### config.mk
export PLATFORM = sky130hd
export DESIGN_NAME = tbrg_ctrl
export DESIGN_NICKNAME = d
export VERILOG_FILES = /design/src/hw/rtl/tbrg_pkg.sv /design/src/hw/rtl/tbrg_ctrl.sv
export SDC_FILE = /design/constraint.sdc
export NUM_CORES = 1
export LEC_CHECK = 0
export ABC_AREA = 1
export BUFFER_PORTS_ARGS = -buffer_cell sky130_fd_sc_hd__buf_2
export CAP_MARGIN = 40
export CORE_ASPECT_RATIO = 0.75
export CORE_MARGIN = 2
export CORE_UTILIZATION = 30
export DETAILED_ROUTE_END_ITERATION = 10
export PLACE_DENSITY_LB_ADDON = 0.2
export SLEW_MARGIN = 30
export SYNTH_ARGS = -nofsm -noshare
export SYNTH_HDL_FRONTEND = slang
export SYNTH_SLANG_ARGS = --single-unit
export TNS_END_PERCENT = 1
### constraint.sdc
create_clock -name clk_i -period 1 [get_ports clk_i]
set_input_delay 0.2 -clock clk_i [delete_from_list [all_inputs] [get_ports clk_i]]
set_output_delay 0.2 -clock clk_i [all_outputs]
set_load 0.01 [all_outputs]
### src/hw/rtl/tbrg_pkg.sv
// Shared types, constants and register codes of the tipping bucket rain gauge.
package tbrg_pkg;

  localparam int unsigned TIME_WIDTH_DEF = 24;

  localparam int unsigned CFG_IDX_W  = 3;
  localparam int unsigned CFG_DATA_W = 24;

  localparam logic [CFG_IDX_W-1:0] REG_DEBOUNCE = 3'd0;
  localparam logic [CFG_IDX_W-1:0] REG_RAIN_WIN = 3'd1;
  localparam logic [CFG_IDX_W-1:0] REG_IDLE_TMO = 3'd2;
  localparam logic [CFG_IDX_W-1:0] REG_ACT_INT  = 3'd3;
  localparam logic [CFG_IDX_W-1:0] REG_IDLE_INT = 3'd4;
  localparam logic [CFG_IDX_W-1:0] REG_DEPTH    = 3'd5;

  localparam logic [15:0] RST_DEBOUNCE = 16'd150;
  localparam logic [23:0] RST_RAIN_WIN = 24'd360000;
  localparam logic [23:0] RST_IDLE_TMO = 24'd1200000;
  localparam logic [23:0] RST_ACT_INT  = 24'd60000;
  localparam logic [23:0] RST_IDLE_INT = 24'd1800000;
  localparam logic [15:0] RST_DEPTH    = 16'd2794;

  localparam int unsigned TOTAL_W  = 34;
  localparam int unsigned RATE_W   = 24;
  localparam int unsigned UPTIME_W = 23;
  localparam int unsigned TIPS_W   = 24;
  localparam int unsigned PERIOD_W = 16;

  localparam int unsigned DVD_W = 48;
  localparam int unsigned CNT_W = $clog2(DVD_W);

  localparam logic [11:0] RATE_SCALE  = 12'd3600;
  localparam logic [6:0]  TOTAL_ROUND = 7'd50;
  localparam logic [6:0]  TOTAL_DIV   = 7'd100;

  // Reciprocals give exact quotients by 100 below 2**25 and by 1000 below 2**32.
  localparam logic [24:0] RECIP_100     = 25'd21474837;
  localparam int unsigned RECIP_100_SH  = 31;
  localparam logic [28:0] RECIP_1000    = 29'd274877907;
  localparam int unsigned RECIP_1000_SH = 38;

  typedef enum logic [3:0] {
    ST_IDLE,
    ST_JUDGE,
    ST_DECIDE,
    ST_MUL,
    ST_FRAC,
    ST_TOTAL,
    ST_LOAD,
    ST_DIV,
    ST_STORE,
    ST_OUT
  } state_e;

  typedef struct packed {
    logic tick;
    logic judge;
    logic snap;
    logic mul;
    logic frac;
    logic total;
    logic div_load;
    logic div_step;
    logic div_store;
    logic out_load;
  } dp_cmd_t;

  typedef struct packed {
    logic report_go;
  } dp_sts_t;

endpackage

### src/hw/rtl/tbrg_ctrl.sv
// Controller state machine that sequences tick handling, report arithmetic and output.
module tbrg_ctrl (
  input  logic              clk_i,
  input  logic              rst_ni,
  input  logic              in_valid_i,
  output logic              in_ready_o,
  output logic              out_valid_o,
  input  logic              out_ready_i,
  input  tbrg_pkg::dp_sts_t sts_i,
  output tbrg_pkg::dp_cmd_t cmd_o
);
  import tbrg_pkg::*;

  state_e           state_q, state_d;
  logic [CNT_W-1:0] cnt_q, cnt_d;
  logic             out_valid_q, out_valid_d;

  always_ff @(posedge clk_i or negedge rst_ni) begin
    if (!rst_ni) begin
      state_q     <= ST_IDLE;
      cnt_q       <= '0;
      out_valid_q <= 1'b0;
    end else begin
      state_q     <= state_d;
      cnt_q       <= cnt_d;
      out_valid_q <= out_valid_d;
    end
  end

  always_comb begin
    state_d    = state_q;
    cnt_d      = cnt_q;
    in_ready_o = 1'b0;
    cmd_o      = '0;
    unique case (state_q)
      ST_IDLE: begin
        in_ready_o = 1'b1;
        if (in_valid_i) begin
          cmd_o.tick = 1'b1;
          state_d    = ST_JUDGE;
        end
      end
      ST_JUDGE: begin
        cmd_o.judge = 1'b1;
        state_d     = ST_DECIDE;
      end
      ST_DECIDE: begin
        if (sts_i.report_go) begin
          cmd_o.snap = 1'b1;
          state_d    = ST_MUL;
        end else begin
          state_d = ST_IDLE;
        end
      end
      ST_MUL: begin
        cmd_o.mul = 1'b1;
        state_d   = ST_FRAC;
      end
      ST_FRAC: begin
        cmd_o.frac = 1'b1;
        state_d    = ST_TOTAL;
      end
      ST_TOTAL: begin
        cmd_o.total = 1'b1;
        state_d     = ST_LOAD;
      end
      ST_LOAD: begin
        cmd_o.div_load = 1'b1;
        cnt_d          = '0;
        state_d        = ST_DIV;
      end
      ST_DIV: begin
        cmd_o.div_step = 1'b1;
        cnt_d          = cnt_q + 1'b1;
        if (cnt_q == CNT_W'(DVD_W - 1)) begin
          state_d = ST_STORE;
        end
      end
      ST_STORE: begin
        cmd_o.div_store = 1'b1;
        state_d         = ST_OUT;
      end
      ST_OUT: begin
        if (!out_valid_q || out_ready_i) begin
          cmd_o.out_load = 1'b1;
          state_d        = ST_IDLE;
        end
      end
      default: begin
        state_d = ST_IDLE;
      end
    endcase
  end

  assign out_valid_d = cmd_o.out_load | (out_valid_q & ~out_ready_i);
  assign out_valid_o = out_valid_q;

endmodule

==> impl_metrics.env, run 1 <==
export IMPL_status="finished with violations"
export IMPL_violations="negative setup slack"
export IMPL_via_per_inst=4.61
export IMPL_stdcell_count=157
export IMPL_combPwrFrac_pct=2.6
export IMPL_antenna_cells=0
export IMPL_switchingPower_uw=195
export IMPL_slew_viol_final=0
export IMPL_pin_count=17
export IMPL_drive_gt1_share_pct=54.1
export IMPL_gp_congestion=0.847
export IMPL_yosysSeqAreaShare_pct=41.0
export IMPL_route_detailed_wl_per_inst_um=11.4
export IMPL_grt_pass1_vias=647
export IMPL_slew_headroom_pct=81.2
export IMPL_path_clk_slew_ns=0.08
export IMPL_yosysMostFrequentCell="nand2_1"
export IMPL_switching_share_pct=24.5
export IMPL_drcViolationCount=0
export IMPL_row_count=14
export IMPL_min_from="out_ready_i"
export IMPL_path_cells="buf_6 -> inv_4 -> nor3_2 -> buf_2"
export IMPL_grt_setup_unrepaired="yes"
export IMPL_syn_inst=92
export IMPL_nNetsFinal=140
export IMPL_worstHoldEndpoint="out_valid_o"
export IMPL_rrSetupSlack_ns=-0.30
export IMPL_fin_crit_sh_pct=142
export IMPL_p_clk_share_pct=41.6
export IMPL_worstSetupStartpointType="flip-flop"
export IMPL_power_internal_uw=601
export IMPL_grt_start_max_net_pins=12
export IMPL_nFillCells=200
export IMPL_skew_ns=0.00269
export IMPL_synth_top_area_share_pct=41.0
export IMPL_cap_violations=0
export IMPL_max_slew_worst_pin_slew_ns=0.282
export IMPL_synth_area_per_cell_um2=7.29
export IMPL_crit_path_end_kind="output pin"
export IMPL_setup_slack_ns=-0.424
export IMPL_r2r_end="cnt_q[1]"
export IMPL_insertion_delay_ns=0.28
export IMPL_root_buffer="clkbuf_4"
export IMPL_vdd_ir_drop_max_v=0.000518
export IMPL_yosysUniqueCellTypes=23
export IMPL_synth_common_cells="nand2_1 (18), inv_1 (15), nor2_1 (14), dfrtp_1 (11), nand3_1 (6)"
export IMPL_grt_pass1_wl_um=3010
export IMPL_die_y_um=44.9
export IMPL_p_seq_share_pct=55.8
export IMPL_dp_cells=146
export IMPL_power_density_nw_per_um2=747
export IMPL_path_max_fanout=5
export IMPL_setup_violations_final=22
export IMPL_required_ns=0.80
export IMPL_clockBufferDepth=2
export IMPL_cp_slowest_stage_delay_ns=0.46
export IMPL_h_tree_depth=1
export IMPL_initial_core_util_pct=32.4
export IMPL_crit_path_top_delay_cell="dfrtp_2"
export IMPL_ys_warn_count=0
export IMPL_cts_tree="built"
export IMPL_leakage_uw=0.000563
export IMPL_gr_total_overflow=0
export IMPL_reg2reg_from="state_q[2]"
export IMPL_coreArea_um2=2070
export IMPL_whs_path_depth=2
export IMPL_final_core_util_pct=51.6
export IMPL_synth_flop_cell="dfrtp_1"
export IMPL_drt_iter0_markers=15
export IMPL_die_x_um=58.6
export IMPL_ff2ff_path_depth=6
export IMPL_io_buffers=16
export IMPL_dr_total_vias=724
export IMPL_hold_viol_final=0
export IMPL_yosys_area_top_type="dfrtp_1"
export IMPL_yosys_top_cells_area="dfrtp_1 (41%), nand2_1 (10%), inv_1 (8.4%)"
export IMPL_ant_nets=0
export IMPL_fin_crit_ns=1.42
export IMPL_antenna_found_initial=0
export IMPL_dpl_hpwl_um=1310
export IMPL_synth_ff_latch_count=11
export IMPL_numCtsBuffers=3
export IMPL_cts_num_sinks=11
export IMPL_dieArea_um2=2630
export IMPL_netlist_area_um2=671
export IMPL_path_class="reg2out"
export IMPL_synth_edf_count=0
export IMPL_syn_to_final_growth_pct=59.0
export IMPL_grtUsageTotal_pct=16.5
export IMPL_synth_async_sr_flop_share_pct=100
export IMPL_hold_path_class="in2reg"
export IMPL_fmax_mhz=702
export IMPL_synth_nets=98
export IMPL_crit_arrival_ns=1.22
export IMPL_drtPass1Iterations=5
export IMPL_drt_total_wl_um=1790
-- cell usage in the layout (no fill, tap or decap), types with 2 or more instances in the layout --
cell type,count
o21ai_0,2
nand3_1,6
buf_2,15
nor2_4,6
nand2_1,13
o21ai_1,3
clkbuf_4,3
dfrtp_2,3
inv_2,5
buf_4,16
nand2_2,7
nor2_1,10
inv_1,11
dfrtp_1,8
buf_6,5
nor2_2,2
nor3_2,3
-- how the worst max path moves through the flow --
stage / startpoint / endpoint / slack [ns] / depth (start not counted)
final: state_q[1] / cmd_o[3] / -0.42 / 4
after global routing: state_q[3] / cmd_o[0] / -0.49 / 5
after global placement: state_q[1] / cmd_o[9] / -0.19 / 4
after detailed placement: state_q[0] / cmd_o[0] / -0.19 / 5
after floorplan: cnt_q[0] / state_q[0] / -0.13 / 7
after CTS: state_q[3] / cmd_o[0] / -0.42 / 5
-- power by group through the flow --
stage,clock [uW],sequential (uW),combinational (uW)
floorplan,0,453,1.16
global placement,0,453,18.6
detailed placement,0,453,19.2
CTS,347,444,22.1
global route,372,444,25.3
finish,331,444,21.0
-- cell families after synthesis --
| family | share of synthesized area (%) |
|---|---|
| xor+xnor | 1.31 |
| fa+ha+maj | 1.87 |
| compound gates | 9.52 |
| buf+inv | 9.51 |
| flops | 41.0 |
| simple gates | 36.8 |
-- state kept, by name, summed over array words and instances (netlist names) --
| signal | count |
|---|---|
| state_q | 4 |
| out_valid_o | 1 |
| cnt_q | 6 |
-- layout make-up --
class	count	area (um^2)	share of cell area, %
clock inverter	1	5.00	0.469
tap	24	30.0	2.82
timing repair buffer	37	262	24.5
sequential	11	279	26.2
multi-input combinational	64	402	37.7
clock buffer	3	22.5	2.11
inverter	17	66.3	6.22
-- timing repair --
item | in CTS | in global routing
hold buffers | 1 | 0
setup endpoints to repair | 22 | 22
endpoints found under the hold margin | 11 | 0
buffers inserted | 4 | 2
pin swaps | 7 | 7
resized for setup | 23 | 8
-- layer usage --
metal	vias up	share of wire, %	GRT usage, %
li1	373	-	-
met1	326	49	23.7
met2	20	43	22.0
met3	5	6.1	6.02
met4	0	1.8	6.82
met5	-	0	0
-- critical path, delay by kind of cell (launching register included) --
| family | cells | cell delay (ns) |
|---|---|---|
| and+or+nand+nor | 1 | 0.16 |
| DFF | 1 | 0.46 |
| buffers and inverters | 3 | 0.32 |
-- metrics by stage --
step | power [uW] | setup slack [ns] | instance area (um^2) | hold WS [ns] | TNS, ns
final | 796 | -0.424 | 1070 | 0.117 | -6.38
after global routing | 841 | -0.491 | 1070 | 0.125 | -7.95
after CTS | 814 | -0.420 | 1030 | 0.106 | -6.60
after detailed placement | 472 | -0.194 | 893 | 0.0978 | -2.70
after global placement | 472 | -0.191 | 893 | 0.0948 | -2.60
after floorplan | 455 | -0.134 | 678 | -0.0956 | -0.834
No activity file was read; power rests on OpenSTA's default activity.
==> run 2: changes to the inputs <==
Settings changed: ABC_AREA 1 to not set, ABC_CLOCK_PERIOD_IN_PS set to 1000.
==> run 2 against run 1 <==
The flow still finishes with violations (negative setup slack). Clock skew fell by 0.0014 ns. Largest cell class unchanged. Power fell by 2.2%. Via count fell by 8.6%. Synthesized area rose by 6.5%. Die area rose by 6.0%. Worst hold slack improved by 0.21 ns. Largest power group unchanged. Routed wire length fell by 7.7%. Worst setup slack got worse by 0.078 ns. Non-clock buffer count rose by 4. Core utilization fell by 2.5 points. Critical path type unchanged. Highest routed layer is now met3.
==> impl_metrics.env, run 2 <==
export IMPL_violations="negative setup slack"
export IMPL_setup_slack_ns=-0.502
export IMPL_gp_congestion=0.725
export IMPL_synth_area_per_cell_um2=9.40
export IMPL_slew_viol_final=0
export IMPL_tns_ns=-7.18
export IMPL_antenna_found_initial=0
export IMPL_via_per_inst=4.38
export IMPL_ys_warn_count=0
export IMPL_drtPass1Iterations=4
export IMPL_path_clk_slew_ns=0.07
export IMPL_die_x_um=60.4
export IMPL_drt_total_wl_um=1650
export IMPL_met3_length_um=79
export IMPL_grt_start_max_net_pins=12
export IMPL_yosysMostFrequentCell="dfrtp_1"
export IMPL_yosysSeqAreaShare_pct=38.5
export IMPL_drcViolationCount=0
export IMPL_coreArea_um2=2270
export IMPL_startpoint="state_q[1]"
export IMPL_wl_met2_um=787
export IMPL_synth_flop_cell="dfrtp_1"
export IMPL_synth_common_cells="dfrtp_1 (11), nand2_1 (7), nor2_1 (7), nor3_1 (7), a21oi_1 (4)"
export IMPL_grt_setup_unrepaired="yes"
export IMPL_synth_edf_count=0
export IMPL_hold_path_class="in2async"
export IMPL_synth_nets=82
export IMPL_power_internal_uw=608
export IMPL_grtUsageTotal_pct=14.0
export IMPL_fin_crit_sh_pct=150
export IMPL_antenna_cells=0
export IMPL_setup_violations_final=22
export IMPL_p_seq_share_pct=57.0
export IMPL_crit_path_end_kind="output pin"
export IMPL_switching_share_pct=21.9
export IMPL_skew_ns=0.00131
export IMPL_path_max_fanout=8
export IMPL_worstSetupStartpointType="flip-flop"
export IMPL_fin_crit_ns=1.50
export IMPL_p_clk_share_pct=39.9
export IMPL_io_buffers=16
export IMPL_most_common_layout_cells="buf_4 (21), buf_2 (14), dfrtp_1 (7)"
export IMPL_largest_reg_flops=6
export IMPL_dr_total_vias=662
export IMPL_root_buffer="clkbuf_4"
export IMPL_layout_commonest_cell="buf_4"
export IMPL_reg2reg_from="state_q[1]"
export IMPL_hold_viol_final=0
export IMPL_yosys_area_top_type="dfrtp_1"
export IMPL_yosysUniqueCellTypes=31
export IMPL_highest_layer="met3"
export IMPL_insertion_delay_ns=0.27
export IMPL_netlist_area_um2=714
export IMPL_clockBufferDepth=2
export IMPL_syn_inst=76
export IMPL_grt_pass1_wl_um=2870
export IMPL_h_tree_depth=1
export IMPL_power_density_nw_per_um2=699
export IMPL_ff2ff_path_depth=6
export IMPL_cts_num_sinks=11
export IMPL_pin_count=17
export IMPL_die_y_um=46.3
export IMPL_multi_input_area_um2=452
export IMPL_initial_core_util_pct=31.5
export IMPL_synth_ff_latch_count=11
export IMPL_cts_tree="built"
export IMPL_combPwrFrac_pct=3.1
export IMPL_drt_iter0_markers=10
export IMPL_slew_headroom_pct=82.6
export IMPL_path_class="reg2out"
export IMPL_met1_length_um=784
export IMPL_final_core_util_pct=49.1
export IMPL_status="finished with violations"
export IMPL_cap_violations=0
export IMPL_vdd_ir_drop_max_v=0.000525
export IMPL_switchingPower_uw=170
export IMPL_crit_end="cmd_o[9]"
export IMPL_fmax_mhz=666
export IMPL_crit_arrival_ns=1.30
export IMPL_register_area_um2=280
export IMPL_ant_nets=0
export IMPL_nNetsFinal=124
export IMPL_synth_async_sr_flop_share_pct=100
export IMPL_yosys_top_cells_area="dfrtp_1 (39%), nor3_1 (4.9%), nor3_2 (4.2%)"
export IMPL_dieArea_um2=2790
export IMPL_synth_top_area_share_pct=38.5
export IMPL_rrSetupSlack_ns=-0.43
export IMPL_total_power_uw=779
export IMPL_route_detailed_wl_per_inst_um=10.9
export IMPL_dpl_hpwl_um=1240
export IMPL_gr_total_overflow=0
export IMPL_nFillCells=221
export IMPL_leakage_uw=0.000532
export IMPL_r2r_end="state_q[3]"
export IMPL_row_count=15
export IMPL_syn_to_final_growth_pct=56.0
export IMPL_grt_pass1_vias=648
export IMPL_required_ns=0.80
export IMPL_drive_gt1_share_pct=57.3
export IMPL_regMostFlops="cnt_q"
export IMPL_numCtsBuffers=3
export IMPL_max_slew_worst_pin_slew_ns=0.260
## run 2: cell count changes after synthesis, sizes merged, moves of 2 or more
cell    delta
nand2b     +3
a21oi      +5
nor2      -10
xnor2      +3
buf        +4
nor4       +2
inv       -14
nor3       +7
nand2     -13
nand3      -4
o21ai      -2
## run 2: how the worst min path moves through the flow
| stage | end | slack (ns) | depth (start not counted) |
|---|---|---|---|
| after floorplan | cnt_q[0] | -0.1 | 0 |
| after global placement | cnt_q[1] | 0.09 | 1 |
| after detailed placement | cnt_q[1] | 0.1 | 1 |
| after CTS | cnt_q[2] | 0.33 | 2 |
| after global routing | cnt_q[2] | 0.36 | 2 |
| final | cnt_q[2] | 0.33 | 2 |
## run 2: final cells by class
cell class | count | share of cell area (%)
tap | 34 | 3.82
multi-input combinational | 58 | 40.5
sequential | 11 | 25.1
clock buffer | 4 | 2.36
timing repair buffer | 41 | 27.2
inverter | 3 | 1.01
## run 2: critical path, cell delays in order (launching register included)
cell and delay [ns]:
dfrtp_2 0.48, nor4_4 0.29, and2_1 0.15, buf_2 0.12
## run 2: power groups by stage
stage	sequential [uW]	combinational, uW	clock [uW]
4_1_cts	444	25.4	326
3_3_place_gp	453	21.8	0
3_5_place_dp	453	22.6	0
6_report	444	24.2	311
2_1_floorplan	453	3.84	0
5_1_grt	444	28.5	347
## run 2: what timing repair did
action | 4_1_cts | 5_1_grt
setup endpoints to repair | 22 | 23
hold buffers | 1 | 0
pin swaps | 6 | 6
setup buffers | 4 | 1
cloned | 0 | 0
hold endpoints to repair | 11 | 0
resized for setup | 11 | 4
## run 2: stage by stage
step,cells,area [um^2],hold slack (ns),worst slack (ns)
after floorplan,76,729,-0.0956,-0.265
after global placement,141,976,0.0905,-0.304
after detailed placement,141,976,0.0955,-0.340
after CTS,150,1090,0.330,-0.525
after global routing,151,1110,0.357,-0.579
final,151,1110,0.328,-0.502
## run 2: layer usage
metal	GRT usage (%)	up-vias
li1	-	350
met1	17.6	299
met2	23.5	13
met3	5.90	0
met4	1.33	0
met5	0	-
## run 2: cells by family (layout without fill, tap and decap cells)
kind of cell	after synthesis	after routing	share of synthesized area, %
simple gates	39	39	35.0
compound gates	14	14	14.0
flops	11	11	38.5
buf+inv	7	48	5.43
xor+xnor	3	3	3.68
fa+ha+maj	1	1	1.75
mux	1	1	1.58
==> run 3: changes to the inputs <==
Settings changed: CORE_ASPECT_RATIO 0.75 to 0.7.
==> run 3 against run 2 <==
The run still ends with negative setup slack left. Count of clock-buffer cells in the layout did not move. Critical path depth did not move. Global-route usage fell by 0.26 points. Non-clock buffer count rose by 2. Clock skew rose by 0.0014 ns. First-iteration DRC count fell by 40%. Critical path type unchanged. Largest cell class unchanged.
==> impl_metrics.env, run 3 (same netlist as run 2, synthesis figures left out) <==
export IMPL_cap_violations=0
export IMPL_setup_violations_final=21
export IMPL_grt_pass1_wl_um=2920
export IMPL_stdcell_count=151
export IMPL_grt_setup_unrepaired="yes"
export IMPL_most_common_layout_cells="buf_4 (20), buf_2 (16), dfrtp_1 (8)"
export IMPL_place_ws_ns=-0.344
export IMPL_violations="negative setup slack"
export IMPL_path_max_fanout=9
export IMPL_leakage_uw=0.000547
export IMPL_worstSetupStartpointType="flip-flop"
export IMPL_path_class="reg2out"
export IMPL_clockBufferDepth=2
export IMPL_pin_count=17
export IMPL_path_delay_family="flip-flops"
export IMPL_drt_total_wl_um=1780
export IMPL_gp_congestion=0.782
export IMPL_required_ns=0.80
export IMPL_crit_path_end_kind="output pin"
export IMPL_hold_path_class="in2async"
export IMPL_vdd_ir_drop_max_v=0.000630
export IMPL_skew_ns=0.00269
export IMPL_crit_path_top_delay_cell="dfrtp_2"
export IMPL_largest_reg_flops=6
export IMPL_path_clk_slew_ns=0.08
export IMPL_dp_cells=140
export IMPL_layout_commonest_cell="buf_4"
export IMPL_route_detailed_wl_per_inst_um=11.8
export IMPL_drtPass1Iterations=4
export IMPL_grt_pass1_vias=652
export IMPL_dieArea_um2=2790
export IMPL_slew_viol_final=0
export IMPL_grt_start_max_net_pins=12
export IMPL_cp_slowest_stage_delay_ns=0.50
export IMPL_antenna_found_initial=0
export IMPL_io_buffers=16
export IMPL_power_density_nw_per_um2=712
export IMPL_dr_total_vias=696
export IMPL_gr_total_overflow=0
export IMPL_h_tree_depth=1
export IMPL_coreArea_um2=2210
export IMPL_insertion_delay_ns=0.28
export IMPL_fin_crit_ns=1.52
export IMPL_crit_buf_inv=2
export IMPL_crit_arrival_ns=1.32
export IMPL_root_buffer="clkbuf_4"
export IMPL_row_count=14
export IMPL_fmax_mhz=656
export IMPL_regMostFlops="cnt_q"
export IMPL_antenna_cells=0
export IMPL_die_x_um=62.3
export IMPL_hold_viol_final=0
export IMPL_syn_to_final_growth_pct=55.9
export IMPL_drcViolationCount=0
export IMPL_whs_ns=0.324
export IMPL_dpl_hpwl_um=1250
export IMPL_drive_gt1_share_pct=57.1
export IMPL_max_slew_worst_pin_slew_ns=0.276
export IMPL_initial_core_util_pct=32.4
export IMPL_grtUsageTotal_pct=13.8
export IMPL_slew_headroom_pct=81.6
export IMPL_path_cells="buf_6 -> nor4_2 -> buf_2"
export IMPL_ant_nets=0
export IMPL_fin_crit_sh_pct=152
export IMPL_cts_tree="built"
export IMPL_setup_slack_ns=-0.524
export IMPL_via_per_inst=4.61
export IMPL_final_core_util_pct=50.5
export IMPL_cts_num_sinks=11
export IMPL_die_y_um=44.8
export IMPL_nNetsFinal=126
export IMPL_drt_iter0_markers=6
export IMPL_numCtsBuffers=3
export IMPL_status="finished with violations"
run 3: per-layer routing:
layer | global-route usage [%] | up-vias | routed length (um)
li1 | - | 353 | -
met1 | 17.0 | 327 | 880
met2 | 23.0 | 14 | 802
met3 | 5.49 | 2 | 90
met4 | 4.00 | 0 | 8
met5 | 0 | - | 0
run 3: timing repair:
item | 4_1_cts | 5_1_grt
gates resized for setup | 6 | 13
pin swaps | 5 | 4
hold buffers | 1 | 0
endpoints found under the setup margin | 22 | 23
hold endpoints to repair | 11 | 0
setup buffers | 1 | 5
run 3: cell type report:
class | instances | area, um^2
fill | 223 | 1090
clock buffer | 4 | 26.3
multi-input combinational | 58 | 449
sequential | 11 | 279
timing repair buffer | 43 | 308
tap | 32 | 40.0
inverter | 3 | 11.3
run 3: path summary, 6_finish.rpt:
path	startpoint	end	slack (ns)	cells after the start
min	rst_ni	cnt_q[2]	0.32	2
max	state_q[3]	cmd_o[7]	-0.52	3
max in group asynchronous	rst_ni	state_q[1]	0.44	2
min in group clk_i	out_ready_i	out_valid_o	0.34	4
min reg2reg	cnt_q[2]	cnt_q[2]	0.59	2
max reg2reg	state_q[0]	state_q[3]	-0.38	5
run 3: power by group:
group          internal [uW]  leakage (uW)      switching [uW]  total (uW)
clock network            155     0.0000150                 169         324
registers                444      0.000116  0.0000000000000812         444
logic                   9.88      0.000416                15.4        25.3
run 3: stage by stage:
stage | power [uW] | instance area [um^2] | setup TNS [ns]
final | 793 | 1110 | -7.89
after global routing | 831 | 1110 | -9.50
after CTS | 795 | 1030 | -8.14
after detailed placement | 476 | 968 | -5.53
after global placement | 476 | 968 | -4.87
after floorplan | 457 | 729 | -3.60
run 3: worst reg2reg max path, stage by stage (launching register included):
cell	delay [ns]
dfrtp_2	0.47
buf_4	0.16
nand2_2	0.11
nor2_4	0.06
buf_4	0.14
o32a_1	0.33
